`src/bpc_pkg.sv`:
```
`timescale 1ns / 1ps
// bpc_pkg: widths, constants, register indexes and control types for the
// barometric pressure compensation pipeline; no dependencies

package bpc_pkg;

  // field widths
  localparam int RAW_W   = 24;
  localparam int COEF_W  = 16;
  localparam int PRESS_W = 18;
  localparam int TOUT_W  = 15;

  // internal widths
  localparam int DT_W    = RAW_W + 1;          // signed temperature difference
  localparam int PROD_W  = DT_W + COEF_W + 1;  // dt times a coefficient
  localparam int DTSQ_W  = 2 * DT_W;           // dt squared
  localparam int TEMP_W  = 21;                 // first-order and final temperature
  localparam int T2_W    = 18;                 // dt^2 >> 31
  localparam int SQ_W    = 2 * TEMP_W;         // square of a temperature distance
  localparam int CORR_W  = 40;                 // off2, sens2, squares (non-negative)
  localparam int OFF_W   = 41;
  localparam int SENS_W  = 40;
  localparam int SPLIT_W = 20;                 // low half of sens in the split multiply
  localparam int MUL_W   = 64;                 // d1 times sens
  localparam int Q_W     = MUL_W - 21 + 1;     // (prod >> 21) - off

  // shift amounts
  localparam int TS_SH   = 23;
  localparam int OTC_SH  = 7;
  localparam int STC_SH  = 8;
  localparam int T2_SH   = 31;
  localparam int PROD_SH = 21;
  localparam int PRESS_SH = 15;

  // pipeline depth, input transfer to result register
  localparam int NSTG = 9;

  // temperature thresholds and output limits
  localparam logic signed [TEMP_W-1:0] TEMP_REF   = 21'sd2000;
  localparam logic signed [TEMP_W-1:0] TEMP_VCOLD = -21'sd1500;
  localparam logic signed [TEMP_W-1:0] TOUT_MIN   = -21'sd8192;
  localparam logic signed [TEMP_W-1:0] TOUT_MAX   = 21'sd16383;
  localparam logic [PRESS_W-1:0]       PRESS_MAX  = 18'd262143;

  // configuration register indexes
  localparam int CFG_IDX_W = 3;
  localparam logic [CFG_IDX_W-1:0] CFG_SENS_BASE   = 3'd0;
  localparam logic [CFG_IDX_W-1:0] CFG_OFF_BASE    = 3'd1;
  localparam logic [CFG_IDX_W-1:0] CFG_SENS_TEMPCO = 3'd2;
  localparam logic [CFG_IDX_W-1:0] CFG_OFF_TEMPCO  = 3'd3;
  localparam logic [CFG_IDX_W-1:0] CFG_REF_TEMP    = 3'd4;
  localparam logic [CFG_IDX_W-1:0] CFG_TEMP_SLOPE  = 3'd5;

  // stage load enables for the split multiplier
  typedef struct packed {
    logic load_pp;
    logic load_sum;
  } bpc_mul_ctrl_t;

endpackage

```
`src/bpc_split_mul.sv`:
```
`timescale 1ns / 1ps
// bpc_split_mul: two-stage 24-bit unsigned by 40-bit signed multiplier built from two
// narrow partial products; depends on bpc_pkg

module bpc_split_mul import bpc_pkg::*; (
  input  logic                     clk,
  input  bpc_mul_ctrl_t            ctrl,
  input  logic [RAW_W-1:0]         a_in,
  input  logic signed [SENS_W-1:0] b_in,
  output logic signed [MUL_W-1:0]  prod
);

  localparam int LO_W = RAW_W + SPLIT_W;
  localparam int HI_W = RAW_W + 1 + SENS_W - SPLIT_W;

  logic [LO_W-1:0]          pp_lo_nxt, pp_lo_r;
  logic signed [HI_W-1:0]   pp_hi_nxt, pp_hi_r;
  logic signed [MUL_W-1:0]  prod_nxt, prod_r;

  // low half unsigned, high half carries the sign
  assign pp_lo_nxt = a_in * b_in[SPLIT_W-1:0];
  assign pp_hi_nxt = $signed({1'b0, a_in}) * $signed(b_in[SENS_W-1:SPLIT_W]);

  // true product fits 64 bits, so the sum wraps cleanly
  assign prod_nxt = $signed({pp_hi_r[MUL_W-SPLIT_W-1:0], {SPLIT_W{1'b0}}})
                  + $signed({{(MUL_W-LO_W){1'b0}}, pp_lo_r});

  always_ff @(posedge clk) begin
    if (ctrl.load_pp) begin
      pp_lo_r <= pp_lo_nxt;
      pp_hi_r <= pp_hi_nxt;
    end
    if (ctrl.load_sum) begin
      prod_r <= prod_nxt;
    end
  end

  assign prod = prod_r;

endmodule

```
`config.mk`:
```
export PLATFORM = sky130hd
export DESIGN_NAME = bpc_split_mul
export DESIGN_NICKNAME = d
export VERILOG_FILES = /design/src/bpc_pkg.sv /design/src/bpc_split_mul.sv
export SDC_FILE = /design/constraint.sdc
export NUM_CORES = 2
export LEC_CHECK = 0
export BUFFER_PORTS_ARGS = -buffer_cell sky130_fd_sc_hd__buf_2
export CAP_MARGIN = 20
export CORE_MARGIN = 5
export CORE_UTILIZATION = 65
export DETAILED_ROUTE_END_ITERATION = 8
export PLACE_DENSITY = 0.83
export SYNTH_ARGS = -nofsm -noshare
export SYNTH_HDL_FRONTEND = slang
export SYNTH_SLANG_ARGS = --single-unit
```
`constraint.sdc`:
```
create_clock -name clk -period 10.5 [get_ports clk]
set_clock_uncertainty 0.05 [all_clocks]
set_input_delay 1.575 -clock clk [delete_from_list [all_inputs] [get_ports clk]]
set_output_delay 1.575 -clock clk [all_outputs]
set_load 0.02 [all_outputs]
```
======== After elaboration in Yosys (flattened, before gate mapping) ========
Cells that the tools add are included.
word-level totals
  flip-flop bits (word level) ............. 152
  input port bits ......................... 67
  output and inout bits ................... 64
operators by class
  add/subtract/negate cells ............... 1
  $mul .................................... 2
operators by type and width
  cell                                            count
  64-bit by 45-bit adder with 64-bit output       1
  24-bit by 20-bit multiplier with 44-bit output  1
  25-bit by 20-bit multiplier with 44-bit output  1

======== Longest topological paths before layout ========
  depth in word-level cells ............... 1
  gate-level depth with buffers ........... 27
  gate-level depth less buffers ........... 25

======== Least setup slack after synthesis ========
Ideal clock, no wire load.
  path kind ............................... input to register
  from .................................... input b_in[5]
  to ...................................... register pp_lo_r[41] (data pin)
  setup time .............................. 0.262 ns
  arrival ................................. 7.469 ns
  data required time ...................... 10.188 ns
  slack ................................... 2.719 ns
  stages on the path ...................... 23
  cells stage by stage .................... clkbuf_1 nand2_1 fa_1 fa_1 fa_1 inv_1 fa_1 fa_1 fa_1 inv_1 fa_1 inv_1 ha_1 clkbuf_1 a21o_1 nor4_1 a22oi_1 a31o_1 a21oi_1 o21ai_1 a211oi_1 o21ai_1 xor2_1
on the way
  cells in the longest elaborated chain, start to end .. 1
ends and longest elaborated chain
  element                                         RTL line             text
  from (decl)                                     bpc_split_mul.sv:9   input logic signed [SENS_W-1:0] b_in,
  24-bit by 20-bit multiplier with 44-bit output  bpc_split_mul.sv:21  assign pp_lo_nxt = a_in * b_in[SPLIT_W-1:0];
  named net pp_lo_nxt[41]                         bpc_split_mul.sv:16  logic [LO_W-1:0] pp_lo_nxt, pp_lo_r;
  to (signal assigned)                            bpc_split_mul.sv:30  pp_lo_r <= pp_lo_nxt;
  to (decl)                                       bpc_split_mul.sv:16
The timed path passes the listed nets, and every way through them passes these cells.
A chain may end at the register's enable or synchronous reset.

======== Worst setup path after layout ========
  from .................................... input a_in[11]
  to ...................................... register pp_lo_r[37] (data pin)
on the way
  cells in the longest elaborated chain, start to end .. 1
ends and longest elaborated chain
  element                                         RTL line             text
  from (decl)                                     bpc_split_mul.sv:8   input logic [RAW_W-1:0] a_in,
  24-bit by 20-bit multiplier with 44-bit output  bpc_split_mul.sv:21
  named net pp_lo_nxt[37]                         bpc_split_mul.sv:16
The timed path passes the listed nets, and every way through them passes these cells.

==> out/qor.yml <==
grt_pass1_wl_um: 157000
ant_nets: 0
finalSetupViolations: 0
worst-path-buf-inv: 4
slew_headroom: 0.316
antenna_found_initial: 5
postCtsSetupRepairBufs: 0
hold_violations: 0
syn_nets: 5269
synthDistinctLibCells: 60
crit_chain: "buf_2 -> nand2_1 -> fa_1 -> fa_1 -> fa_1 -> inv_1 -> fa_1 -> fa_1 -> fa_1 -> inv_1 -> fa_1 -> inv_1 -> ha_1 -> a21o_1 -> nor4_1 -> a22oi_1 -> a31o_1 -> a21oi_1 -> o21ai_1 -> a211oi_1 -> o21ai_1 -> xor2_1"
drt_iter0_drc: 2053
yosysWarningCount: 0
crit_type: "in2reg"
hp-class: "reg2reg"
grt_pass1_vias: 30558
drt_first_pass_iters: 7
synth.cell_area_um2: 38200
die_h_um: 252
instances_no_fill: 4808
synth_area_leaders: "fa_1, edfxtp_1, ha_1, inv_1, and2_1"
dieArea_um2: 63600
grt_use_total: 0.313
port_buffers: 130
dp_slack_ns: 1.47
crit_path_frequent_cell: "fa_1"
rsz0062_at_grt: "false"
maxCapViolCount: 0
synth_edf_count: 152
ys_ff_latch: 152
r2r_slack_ns: 6.94
synth.top_cell.area_share: 0.412
htree_num_levels: 4
cts_tree: "built"
cts_buffers: 17
crit_slowest_cell: "buf_2"
syn2layout_area_growth_pct: 4.21
yosysSeqAreaShare: 0.120
clkLatencyLatePin_ns: 0.45
initial_core_util: 0.659
cpPeakStageDelay_ns: 0.74
setup.worst_path.end_class: "flop"
io_pins: 131
drc: 0
yosysTopAreaCell: "fa_1"
dieWidth_um: 252
wire_per_inst_um: 20.1
crit_family: "adder cells"
crit_fanout: 40
grt_max_degree: 65
setup_ws_ns: 1.88
startpoint_type: "input port"
syn_inst: 4063
fin_crit_ns: 8.62
fmax_mhz: 116
cts_sinks: 152
ys_async_sr_fraction: 0
dp_hpwl_um: 74500
vias_per_cell: 5.79
final_net_count: 5233
worst_pin_slew_ns: 1.03
rr_worst_depth: 10
synth.avg_cell_area_um2: 9.39
globalplace.congestion: 0.965
core-area_um2: 57900
setup-tns-final_ns: 0
core.rowCount: 88
min_path_cells: 0
final_cell_mix: "inv_1, fa_1, nand2_1"
place_inst: 4773
via_count: 27828
outcome: "finished clean"
path_depth: 22
root_buffer: "clkbuf_16"
overflow: 0
worst_ep_arrival_time_ns: 8.77
routed_wl_um: 96700
min_period_over_period: 0.821
synth_ff_type: "edfxtp_1"
layout_commonest_cell: "inv_1"
final-max-slew-violation-count: 0
required_ns: 10.65
clk_pin_slew_ns: 0.08
ctsHoldBuffers: 0
layout-drive-gt1-share: 0.0480
clock_path_buffers: 2
cts_resized: 0
==> worst register-to-register path, delay by kind of cell, from the launching register on <==
kind	cells	cell delay, ns
AO/OA/AOI/OAI	6	1.59
XOR/XNOR	1	0.28
adder cells (fa/ha/maj)	1	0.41
flip-flops	1	0.48
AND/OR/NAND/NOR	2	0.55
==> cells in the mapped netlist (3+ instances only) <==
cell	number
ha_1	353
nand4_1	22
o31ai_2	3
o31ai_1	4
o21a_1	14
edfxtp_1	152
o21bai_1	21
nand2b_1	20
nor4_1	5
nand2_1	534
o21ai_1	34
a31oi_1	13
a21boi_0	3
clkbuf_1	189
nor2_1	84
fa_1	786
buf_1	7
and2_1	487
xnor2_1	71
and4_1	5
a21oi_1	108
nor2b_1	11
a31o_1	3
nand3_1	22
and3_1	20
a211oi_2	3
inv_1	894
o21ai_0	27
o211ai_1	6
a211oi_1	13
nor3_1	10
a21o_1	48
o31a_1	3
xor2_1	49
==> final cells by class <==
type                       count  area, µm²
antenna                        3       7.51
clock buffer                  17        425
clock inverter                15        211
fill                        4449      18200
inverter                     894       3360
multi-input combinational   2819      29500
sequential                   152       4560
tap                          765        957
timing repair buffer         143        751
==> final timing paths <==
path                                            from                     to
worst max-delay path                        a_in[11]  pp_lo_r[37]$_DFFE_PP_
worst min-delay path            pp_lo_r[7]$_DFFE_PP_      prod[7]$_DFFE_PP_
worst max register to register  pp_hi_r[6]$_DFFE_PP_     prod[52]$_DFFE_PP_
worst min register to register  pp_lo_r[7]$_DFFE_PP_      prod[7]$_DFFE_PP_
==> flip-flops by register name, indices dropped and copies added, names as in the netlist <==
name	count
prod	64
pp_hi_r	44
pp_lo_r	44
==> through the flow <==
step / instance area (µm²) / hold slack [ns] / utilization
after global routing: 39800 / 0.371 / 0.686
after CTS: 39800 / 0.368 / 0.686
after detailed placement: 39100 / 0.355 / 0.675
after global placement: 39100 / 0.351 / 0.675
after floorplan: 38200 / 0.350 / -
final: 39800 / 0.367 / 0.687
==> per-layer routing <==
| layer | GRT usage | wire length (µm) |
|---|---|---|
| met1 | 0.386 | 35200 |
| met2 | 0.525 | 47100 |
| met3 | 0.0784 | 9820 |
| met4 | 0.139 | 4610 |
| met5 | 0.00226 | 0 |
==> logic make-up after synthesis <==
logic type                 Yosys count  synth area share
muxes                                2          0.000525
DFF                                152             0.120
buffers and inverters             1092             0.108
AOI/OAI and AO/OA                  329            0.0558
and+or+nand+nor                   1229             0.161
adders and majority gates         1139             0.528
xor gates and xnor gates           120            0.0275
Power is left out: the tool's default activity adds up to more than one toggle a clock period on the data nets, which glitch-free logic cannot reach.
